===== src/rtl/rate_monotonic_task_scheduler_macros.svh =====
// Assertion macros for the rate-monotonic task scheduler.
// Needs a clock named clk and an active-low reset named arst_n in the using scope.
`ifndef RATE_MONOTONIC_TASK_SCHEDULER_MACROS_SVH
`define RATE_MONOTONIC_TASK_SCHEDULER_MACROS_SVH

// The consequent must hold in the same cycle as the antecedent.
`define RMTS_ASSERT_SAME(lbl, ante, cons, msg) \
	lbl: assert property (@(posedge clk) disable iff (!arst_n) (ante) |-> (cons)) else $error(msg);

// The consequent must hold in the cycle after the antecedent.
`define RMTS_ASSERT_NEXT(lbl, ante, cons, msg) \
	lbl: assert property (@(posedge clk) disable iff (!arst_n) (ante) |=> (cons)) else $error(msg);

`endif


===== src/rtl/rmts_pkg.sv =====
// Shared types and constants of the rate-monotonic task scheduler.
// No dependencies.
package rmts_pkg;

	localparam int ID_W     = 22;
	localparam int PERIOD_W = 16;
	localparam int COST_W   = 16;
	localparam int SHARE_W  = 11;
	localparam int TIME_W   = 32;
	localparam int LIMIT_W  = 10;
	localparam int DVD_W    = 26;
	localparam int DIV_STEPS = DVD_W;
	localparam int DIV_CNT_W = 5;

	localparam logic [LIMIT_W-1:0] LIMIT_RESET = 10'd693;
	localparam logic [9:0] PER_MILLE = 10'd1000;
	localparam logic [SHARE_W-1:0] SHARE_MAX = 11'd2047;

	typedef enum logic [1:0] {
		OP_REGISTER = 2'd0,
		OP_YIELD    = 2'd1,
		OP_DEREG    = 2'd2,
		OP_TICK     = 2'd3
	} op_t;

	typedef enum logic [1:0] {
		ST_OK       = 2'd0,
		ST_REJECTED = 2'd1,
		ST_FULL     = 2'd2,
		ST_NOTFOUND = 2'd3
	} status_t;

	typedef enum logic [1:0] {
		S_IDLE,
		S_DIV,
		S_SCAN,
		S_WRITE
	} state_t;

	typedef struct packed {
		logic [1:0]          op;
		logic [ID_W-1:0]     task_id;
		logic [PERIOD_W-1:0] task_period;
		logic [COST_W-1:0]   task_cost;
	} in_word_t;

	typedef struct packed {
		logic [1:0]      status;
		logic            running_valid;
		logic [ID_W-1:0] running_id;
	} out_word_t;

	typedef struct packed {
		logic [ID_W-1:0]     id;
		logic [PERIOD_W-1:0] period;
		logic [SHARE_W-1:0]  share;
		logic [TIME_W-1:0]   release_ms;
	} entry_t;

	// True when time t is at or before now, modulo 2^32.
	function automatic logic reached(input logic [TIME_W-1:0] t, input logic [TIME_W-1:0] now);
		logic [TIME_W-1:0] d;
		d = now - t;
		return !d[TIME_W-1];
	endfunction

endpackage


===== src/rtl/rate_monotonic_task_scheduler.sv =====
// Top level of the rate-monotonic task scheduler: task table memory, scan sequencer,
// share divider and result register. Depends on rmts_pkg and the assertion macro header.

// Each word on cmd is one operation: register, yield, deregister or a one-millisecond
// tick. A word is taken at a rising edge where start is high and busy is low, and
// exactly one result word follows on result, marked by done for a single cycle; the
// receiver cannot stall it, so it must take the word in that cycle. Every operation
// reads the whole task table once through its registered read port, so a yield,
// deregister or tick keeps busy high through the scan and the write-back, and its
// result appears in the first cycle that busy is low again. A register first runs the
// bit-serial share divider, one quotient bit per cycle, when the period is nonzero. A
// new word may be started in the same cycle that done is shown. The utilization limit
// may be written on cfg_we/cfg_data only while busy is low and no result is pending;
// it resets to 693 per mille.
`include "rate_monotonic_task_scheduler_macros.svh"

module rate_monotonic_task_scheduler
	import rmts_pkg::*;
#(
	parameter int MAX_TASKS = 16
) (
	input  logic               clk,
	input  logic               arst_n,
	input  logic               start,
	output logic               busy,
	input  in_word_t           cmd,
	input  logic               cfg_we,
	input  logic [LIMIT_W-1:0] cfg_data,
	output logic               done,
	output out_word_t          result
);

	localparam int IW = (MAX_TASKS > 1) ? $clog2(MAX_TASKS) : 1;
	localparam int SW = SHARE_W + IW + 1;
	localparam logic [IW-1:0] LAST = IW'(MAX_TASKS - 1);

	// Control state.
	state_t state_q, state_d;
	logic               div_en, scan_en, wr_en;
	logic [LIMIT_W-1:0] limit_q;
	logic [TIME_W-1:0]  now_q;
	logic [MAX_TASKS-1:0] valid_q, run_q;
	logic               cur_valid_q;
	logic [IW-1:0]      cur_idx_q;
	logic [ID_W-1:0]    cur_id_q;

	// The accepted operation.
	op_t                 op_q;
	logic [ID_W-1:0]     id_q;
	logic [PERIOD_W-1:0] period_q;

	// Share divider.
	logic [DVD_W-1:0]     dvd_q, quo_q;
	logic [PERIOD_W-1:0]  rem_q;
	logic [DIV_CNT_W-1:0] div_cnt_q;
	logic [PERIOD_W:0]    trial;
	logic                 qbit;
	logic [SHARE_W-1:0]   share_sat;

	// Task table memory and its read stage.
	entry_t        mem_q [MAX_TASKS];
	logic [IW-1:0] rd_addr_q;
	logic          issue_done_q;
	logic          vld_s1;
	logic [IW-1:0] idx_s1;
	entry_t        ent_s1;

	// Scan accumulators.
	logic [SW-1:0]       sum_q;
	logic                match_found_q, best_found_q, free_found_q, released_q;
	logic [IW-1:0]       match_idx_q, best_idx_q, free_idx_q;
	entry_t              match_ent_q;
	logic [PERIOD_W-1:0] best_period_q;
	logic [ID_W-1:0]     best_id_q;

	logic accept;
	assign accept = start && !busy;

	// Next state.
	always_comb begin
		state_d = state_q;
		unique case (state_q)
			S_IDLE: begin
				if (accept) begin
					if (op_t'(cmd.op) == OP_REGISTER && cmd.task_period != '0) state_d = S_DIV;
					else state_d = S_SCAN;
				end
			end
			S_DIV: begin
				if (div_cnt_q == DIV_CNT_W'(DIV_STEPS - 1)) state_d = S_SCAN;
			end
			S_SCAN: begin
				if (vld_s1 && idx_s1 == LAST) state_d = S_WRITE;
			end
			S_WRITE: state_d = S_IDLE;
			default: state_d = S_IDLE;
		endcase
	end

	// State outputs.
	always_comb begin
		busy    = 1'b1;
		div_en  = 1'b0;
		scan_en = 1'b0;
		wr_en   = 1'b0;
		unique case (state_q)
			S_IDLE:  busy    = 1'b0;
			S_DIV:   div_en  = 1'b1;
			S_SCAN:  scan_en = 1'b1;
			S_WRITE: wr_en   = 1'b1;
			default: busy    = 1'b1;
		endcase
	end

	// Restoring division of cost * 1000 by the period.
	assign trial = {rem_q, dvd_q[DVD_W-1]};
	assign qbit  = trial >= {1'b0, period_q};
	assign share_sat = (quo_q > DVD_W'(SHARE_MAX)) ? SHARE_MAX : quo_q[SHARE_W-1:0];

	// Per-entry decisions for the entry in the read stage.
	logic e_v, e_r, lookup, hit, due, cand, better, free;
	logic [TIME_W-1:0] next_rel, new_rel;
	always_comb begin
		e_v    = valid_q[idx_s1];
		e_r    = run_q[idx_s1];
		lookup = (op_q == OP_YIELD) || (op_q == OP_DEREG);
		hit    = vld_s1 && lookup && e_v && ent_s1.id == id_q && !match_found_q;
		due    = vld_s1 && op_q == OP_TICK && e_v && !e_r && reached(ent_s1.release_ms, now_q);
		// A matched entry drops out of the dispatch: yield parks it, deregister frees it.
		cand   = vld_s1 && e_v && (e_r || due) && !hit;
		better = cand && (!best_found_q || ent_s1.period < best_period_q);
		free   = vld_s1 && !e_v && !free_found_q;
		next_rel = ent_s1.release_ms + TIME_W'(ent_s1.period);
		new_rel  = reached(next_rel, now_q) ? now_q + TIME_W'(ent_s1.period) : next_rel;
	end

	// Final decision at write-back.
	logic [SW-1:0] reg_total;
	logic          reg_ok, reg_go, do_dispatch, mem_we;
	logic [IW-1:0] mem_wa;
	entry_t        mem_wd;
	status_t       status_d;
	always_comb begin
		reg_total   = sum_q + SW'(share_sat);
		reg_ok      = period_q != '0 && reg_total <= SW'(limit_q);
		reg_go      = 1'b0;
		do_dispatch = 1'b0;
		mem_we      = 1'b0;
		mem_wa      = match_idx_q;
		mem_wd      = match_ent_q;
		status_d    = ST_OK;
		case (op_q)
			OP_REGISTER: begin
				mem_wa = free_idx_q;
				mem_wd.id         = id_q;
				mem_wd.period     = period_q;
				mem_wd.share      = share_sat;
				mem_wd.release_ms = now_q;
				if (!reg_ok) status_d = ST_REJECTED;
				else if (!free_found_q) status_d = ST_FULL;
				else reg_go = 1'b1;
				mem_we = reg_go;
			end
			OP_YIELD: begin
				if (!match_found_q) status_d = ST_NOTFOUND;
				else begin
					mem_we = 1'b1;
					do_dispatch = cur_valid_q && cur_idx_q == match_idx_q;
				end
			end
			OP_DEREG: begin
				if (!match_found_q) status_d = ST_NOTFOUND;
				else do_dispatch = 1'b1;
			end
			default: do_dispatch = released_q;
		endcase
	end

	// Control registers.
	always_ff @(posedge clk or negedge arst_n) begin
		if (!arst_n) begin
			state_q     <= S_IDLE;
			limit_q     <= LIMIT_RESET;
			now_q       <= '0;
			valid_q     <= '0;
			run_q       <= '0;
			cur_valid_q <= 1'b0;
			cur_idx_q   <= '0;
			cur_id_q    <= '0;
			done        <= 1'b0;
			result      <= '0;
			vld_s1      <= 1'b0;
			issue_done_q <= 1'b0;
			rd_addr_q   <= '0;
			div_cnt_q   <= '0;
		end else begin
			state_q <= state_d;
			done    <= wr_en;
			if (cfg_we) limit_q <= cfg_data;
			if (accept) begin
				rd_addr_q    <= '0;
				issue_done_q <= 1'b0;
				div_cnt_q    <= '0;
				if (op_t'(cmd.op) == OP_TICK) now_q <= now_q + 1'b1;
			end
			if (div_en) div_cnt_q <= div_cnt_q + 1'b1;
			vld_s1 <= scan_en && !issue_done_q;
			if (scan_en && !issue_done_q) begin
				if (rd_addr_q == LAST) issue_done_q <= 1'b1;
				else rd_addr_q <= rd_addr_q + 1'b1;
			end
			if (scan_en && due) run_q[idx_s1] <= 1'b1;
			if (wr_en) begin
				if (reg_go) begin
					valid_q[free_idx_q] <= 1'b1;
					run_q[free_idx_q]   <= 1'b1;
				end
				if (op_q == OP_YIELD && match_found_q) run_q[match_idx_q] <= 1'b0;
				if (op_q == OP_DEREG && match_found_q) begin
					valid_q[match_idx_q] <= 1'b0;
					run_q[match_idx_q]   <= 1'b0;
				end
				result.status <= status_d;
				if (do_dispatch) begin
					cur_valid_q <= best_found_q;
					cur_idx_q   <= best_found_q ? best_idx_q : '0;
					cur_id_q    <= best_found_q ? best_id_q : '0;
					result.running_valid <= best_found_q;
					result.running_id    <= best_found_q ? best_id_q : '0;
				end else begin
					result.running_valid <= cur_valid_q;
					result.running_id    <= cur_id_q;
				end
			end
		end
	end

	// Operation, divider and scan accumulators.
	always_ff @(posedge clk) begin
		if (accept) begin
			op_q          <= op_t'(cmd.op);
			id_q          <= cmd.task_id;
			period_q      <= cmd.task_period;
			dvd_q         <= DVD_W'(cmd.task_cost) * DVD_W'(PER_MILLE);
			rem_q         <= '0;
			quo_q         <= '0;
			sum_q         <= '0;
			match_found_q <= 1'b0;
			best_found_q  <= 1'b0;
			free_found_q  <= 1'b0;
			released_q    <= 1'b0;
		end
		if (div_en) begin
			rem_q <= qbit ? PERIOD_W'(trial - {1'b0, period_q}) : trial[PERIOD_W-1:0];
			dvd_q <= {dvd_q[DVD_W-2:0], 1'b0};
			quo_q <= {quo_q[DVD_W-2:0], qbit};
		end
		if (scan_en && vld_s1) begin
			if (e_v) sum_q <= sum_q + SW'(ent_s1.share);
			if (due) released_q <= 1'b1;
			if (free) begin
				free_found_q <= 1'b1;
				free_idx_q   <= idx_s1;
			end
			if (hit) begin
				match_found_q <= 1'b1;
				match_idx_q   <= idx_s1;
				match_ent_q   <= '{ent_s1.id, ent_s1.period, ent_s1.share, new_rel};
			end
			if (better) begin
				best_found_q  <= 1'b1;
				best_idx_q    <= idx_s1;
				best_period_q <= ent_s1.period;
				best_id_q     <= ent_s1.id;
			end
		end
	end

	// Task table: one write port, one registered read port.
	always_ff @(posedge clk) begin
		if (wr_en && mem_we) mem_q[mem_wa] <= mem_wd;
		if (scan_en && !issue_done_q) begin
			ent_s1 <= mem_q[rd_addr_q];
			idx_s1 <= rd_addr_q;
		end
	end

	`RMTS_ASSERT_NEXT(a_start_busy, accept, busy, "accepted word did not raise busy")
	`RMTS_ASSERT_NEXT(a_write_done, wr_en, done && !busy, "write-back gave no result")
	`RMTS_ASSERT_SAME(a_idle_id, done && !result.running_valid, result.running_id == '0,
		"running id not zero with no task selected")
	`RMTS_ASSERT_SAME(a_cur_valid, cur_valid_q, valid_q[cur_idx_q], "running task not in table")

endmodule


===== config.mk =====
export PLATFORM = sky130hd
export DESIGN_NAME = rate_monotonic_task_scheduler
export DESIGN_NICKNAME = d
export VERILOG_FILES = /design/src/rtl/rmts_pkg.sv /design/src/rtl/rate_monotonic_task_scheduler.sv
export VERILOG_INCLUDE_DIRS = /design/src /design/src/rtl
export SDC_FILE = /design/constraint.sdc
export NUM_CORES = 2
export LEC_CHECK = 0
export ABC_AREA = 0
export ABC_CLOCK_PERIOD_IN_PS = 16410
export BUFFER_PORTS_ARGS = -buffer_cell sky130_fd_sc_hd__buf_2
export CAP_MARGIN = 10
export CORE_ASPECT_RATIO = 1.4
export CORE_MARGIN = 3
export CORE_UTILIZATION = 40
export CTS_BUF_LIST = sky130_fd_sc_hd__clkbuf_4 sky130_fd_sc_hd__clkbuf_8
export CTS_CLUSTER_DIAMETER = 50
export DETAILED_ROUTE_END_ITERATION = 16
export GPL_TIMING_DRIVEN = 0
export SYNTH_ARGS = -nofsm -noshare
export SYNTH_HDL_FRONTEND = slang
export SYNTH_SLANG_ARGS = --single-unit

===== constraint.sdc =====
create_clock -name clk -period 16.41 [get_ports clk]
set_clock_uncertainty 0.05 [all_clocks]
set_input_delay 0.8205 -clock clk [delete_from_list [all_inputs] [get_ports clk]]
set_output_delay 0.8205 -clock clk [all_outputs]
set_load 0.02 [all_outputs]

==> out/metrics.csv <==
metric,value,unit
outcome,finished clean,
Post-CTS Setup Inserts,0,
post-synthesis register bit count,1777,
"Endpoint, Worst Hold",limit_q[4],
number of flops mapped to enable cells by yosys,1617,
Synth area leader,edfxtp_1,
minimum clock period,8.36,ns
Critical Path AT,8.99,ns
HP Start,cfg_we,
combinational power share,0.055,
"top cells by area, synth","edfxtp_1, mux4_2, dfrtp_1, ha_1, fa_1",
1st-pass router iterations,5,
clock sinks,1777,
Std-Cell Rows,188,
vias per cell,5.53,
R2R cell count,26,
P_int,7.23,mW
Finished Core Util,0.466,
Max-cap violations,0,
Worst VDD drop,0.0000918,V
Rel. slew slack,0.159,
Post-synth top flop,edfxtp_1,
setup TNS,0,ns
Critical R2R Launch,quo_q[19],
WL final,195,mm
CTS tree,done,
Die W,375,um
Post-synth ARST share,0.0788,
critical path startpoint category,flip-flop,
Tcrit/Tclk final,0.509,
Pleak,31.0,nW
Final Setup Violations,0,
unrepaired setup endpoints after global routing,no,
hold_buf cts,51,
Switch Pwr,2.01,mW
Final ANT Viol Nets,0,
full die area,196000,um2
vias in the first global route,43900,
synth warn,0,
Cell Pwr Density,105,nW/um2
Nets,5122,
Netlist Area Pre-Place,76200,um2
die span in y,522,um
Setup crit end kind,flip-flop,
Slew Limit Fails,0,
sequential share of power,0.531,
FF-to-FF End,mem_q[7][46],
port bufs,95,
hpwl dp,131,mm
drt drc,0,
WL/cell,26.1,um
Hold WC Path Type,primary input to flip-flop,
Storage cell area,52500,um2
"most common cell after layout, fill and taps aside",edfxtp_1,
Syn Area/Cell,17.9,um2
clock tree root driver cell,clkbuf_8,
largest net degree at the start of global routing,107,
CP Class,flip-flop to flip-flop,
area of the multi-input gates,22600,um2
Final Hold Viols,0,
routability cong.,0.834,
total grt overflow,0,
Mapped Cells,4245,
initial DRC count,3353,
CP required,17.04,ns
most frequent cells in the layout,"edfxtp_1, mux4_2, clkbuf_8",
actual slew at the worst max-slew pin,1.26,ns
CORE AREA,188000,um2
vias,41200,
layout cell share with drive strength beyond 1,0.240,
post-synthesis sequential area ratio,0.689,
CTS buffer count,294,
Global Route Usage Sum,0.200,
H-Tree Depth,5,
starting density of the core,0.404,
Synth-to-Final Area Change,15.3,%
hold depth,3,
post-synthesis cell type count,81,
R2R Setup Slk,8.05,ns
Critical Path Fanout Max,18,
I/O Pins,97,
Worst-path clk slew,0.06,ns
initial antenna violation count,11,
FILL cells,15900,
first-pass GRT wire length,286,mm
power share of the clock group,0.415,
Post-Syn Nets,4596,
Resized cells post-CTS,0,
CTS max path bufs,4,
Yosys top cell area share,0.637,
clk_lat worst skew,1.04,ns
Switching Share,0.218,
f_max,120,MHz
metal layers:
metal / routed length (um) / vias up / global-route usage
met3: 12500 / 338 / 0.0431
met1: 75700 / 21600 / 0.245
met2: 101000 / 1362 / 0.351
met5: 23 / - / 0
li1: - / 17900 / -
met4: 6140 / 4 / 0.0689
metrics by stage:
step	instances	setup slack (ns)	area, um2	total power [mW]	hold WS (ns)
2_1_floorplan	4245	8.14	76200	5.37	0.372
3_3_place_gp	6810	1.17	79800	5.49	0.404
3_5_place_dp	6888	8.02	81600	5.50	0.408
4_1_cts	7439	7.98	87700	9.34	0.0117
5_1_grt	7450	7.51	87900	9.62	0.113
6_report	7454	8.05	87900	9.24	0.116
cells by family (layout without fill, tap and decap cells):
family | count (synthesis) | after routing | synth area share
DFF | 1777 | 1777 | 0.689
and+or+nand+nor | 656 | 656 | 0.0418
muxes | 558 | 558 | 0.143
AOI/OAI and AO/OA | 485 | 485 | 0.0391
buffers and inverters | 320 | 1050 | 0.0160
adders and majority gates | 281 | 281 | 0.0520
xor gates and xnor gates | 168 | 168 | 0.0193
other | 0 | 9 | 0
state kept, by name (all words and copies together), names as in the netlist, 23 cells and up:
signal	flops
dvd_q	23
ent_s1	81
match_ent_q	81
mem_q	1296
now_q	32
quo_q	26
result	25
worst max-delay path: stages (launching register included):
cell,delay (ns)
edfxtp_1,0.40
nor4_1,0.36
nand4_1,0.16
clkbuf_1,0.23
or2_2,0.38
fa_1,0.41
a21o_1,0.19
a21oi_1,0.25
o21bai_1,0.13
and2_1,0.19
o21ai_0,0.14
nand2b_1,0.07
a21oi_1,0.20
xnor2_1,0.11
ha_1,0.28
nand2_1,0.06
nor3_1,0.17
a21oi_1,0.07
a211oi_1,0.49
nand4_1,0.81
and2_1,0.41
clkbuf_1,0.27
clkbuf_1,0.55
nor2_4,0.86
buf_12,0.28
buf_12,0.24
buf_12,0.21
power groups by stage:
stage | Combinational (mW) | Clock (mW) | Sequential [mW]
floorplan | 0.376 | 0 | 5.00
global placement | 0.490 | 0 | 5.00
detailed placement | 0.496 | 0 | 5.00
CTS | 0.513 | 3.93 | 4.90
global route | 0.585 | 4.13 | 4.90
finish | 0.506 | 3.83 | 4.90
worst max-delay path by stage:
stage / startpoint / depth (start not counted) / end
CTS: quo_q[19] / 26 / mem_q[7][46]
finish: quo_q[19] / 26 / mem_q[7][46]
floorplan: quo_q[19] / 23 / mem_q[11][0]
detailed placement: quo_q[19] / 26 / mem_q[7][46]
global route: quo_q[19] / 26 / mem_q[7][46]
global placement: quo_q[19] / 23 / mem_q[12][27]
synth_stat cells (4+ instances only):
library cell  instances
nand2_1             186
mux4_1                4
o31ai_1              11
edfxtp_1           1617
nand2b_1             22
nor4_1               22
clkbuf_1            128
nand4_1              28
nor2b_1              38
fa_1                 59
dfrtp_1             134
buf_2                 7
o211ai_1             16
nand3_1              59
inv_1               150
o21a_1               26
and2_1               30
and3_1               15
mux4_2              411
or3_1                22
or2_2                17
and4_1                6
a22oi_1              10
o21ai_0             134
nor3_1               37
nor3b_1               4
dfxtp_1              20
o21bai_1              9
a31oi_1              17
nor2_1              158
buf_1                33
a2111oi_0             4
ha_1                222
xor2_1               69
xnor2_1              99
a21o_1               39
mux2i_1              52
dfstp_2               6
mux2_2               90
a21oi_1             157
a211oi_1             16
area by class of cell:
type / instances / share of cell area
Inverter: 150 / 0.00649
Multi-Input combinational cell: 2148 / 0.258
Timing Repair Buffer: 230 / 0.0314
Clock inverter: 109 / 0.00908
Buffer: 170 / 0.00746
Antenna cell: 9 / 0.000256
Sequential cell: 1777 / 0.597
Tap cell: 2470 / 0.0352
Clock buffer: 391 / 0.0555
Note: power is estimated with default switching activity, not from simulation.
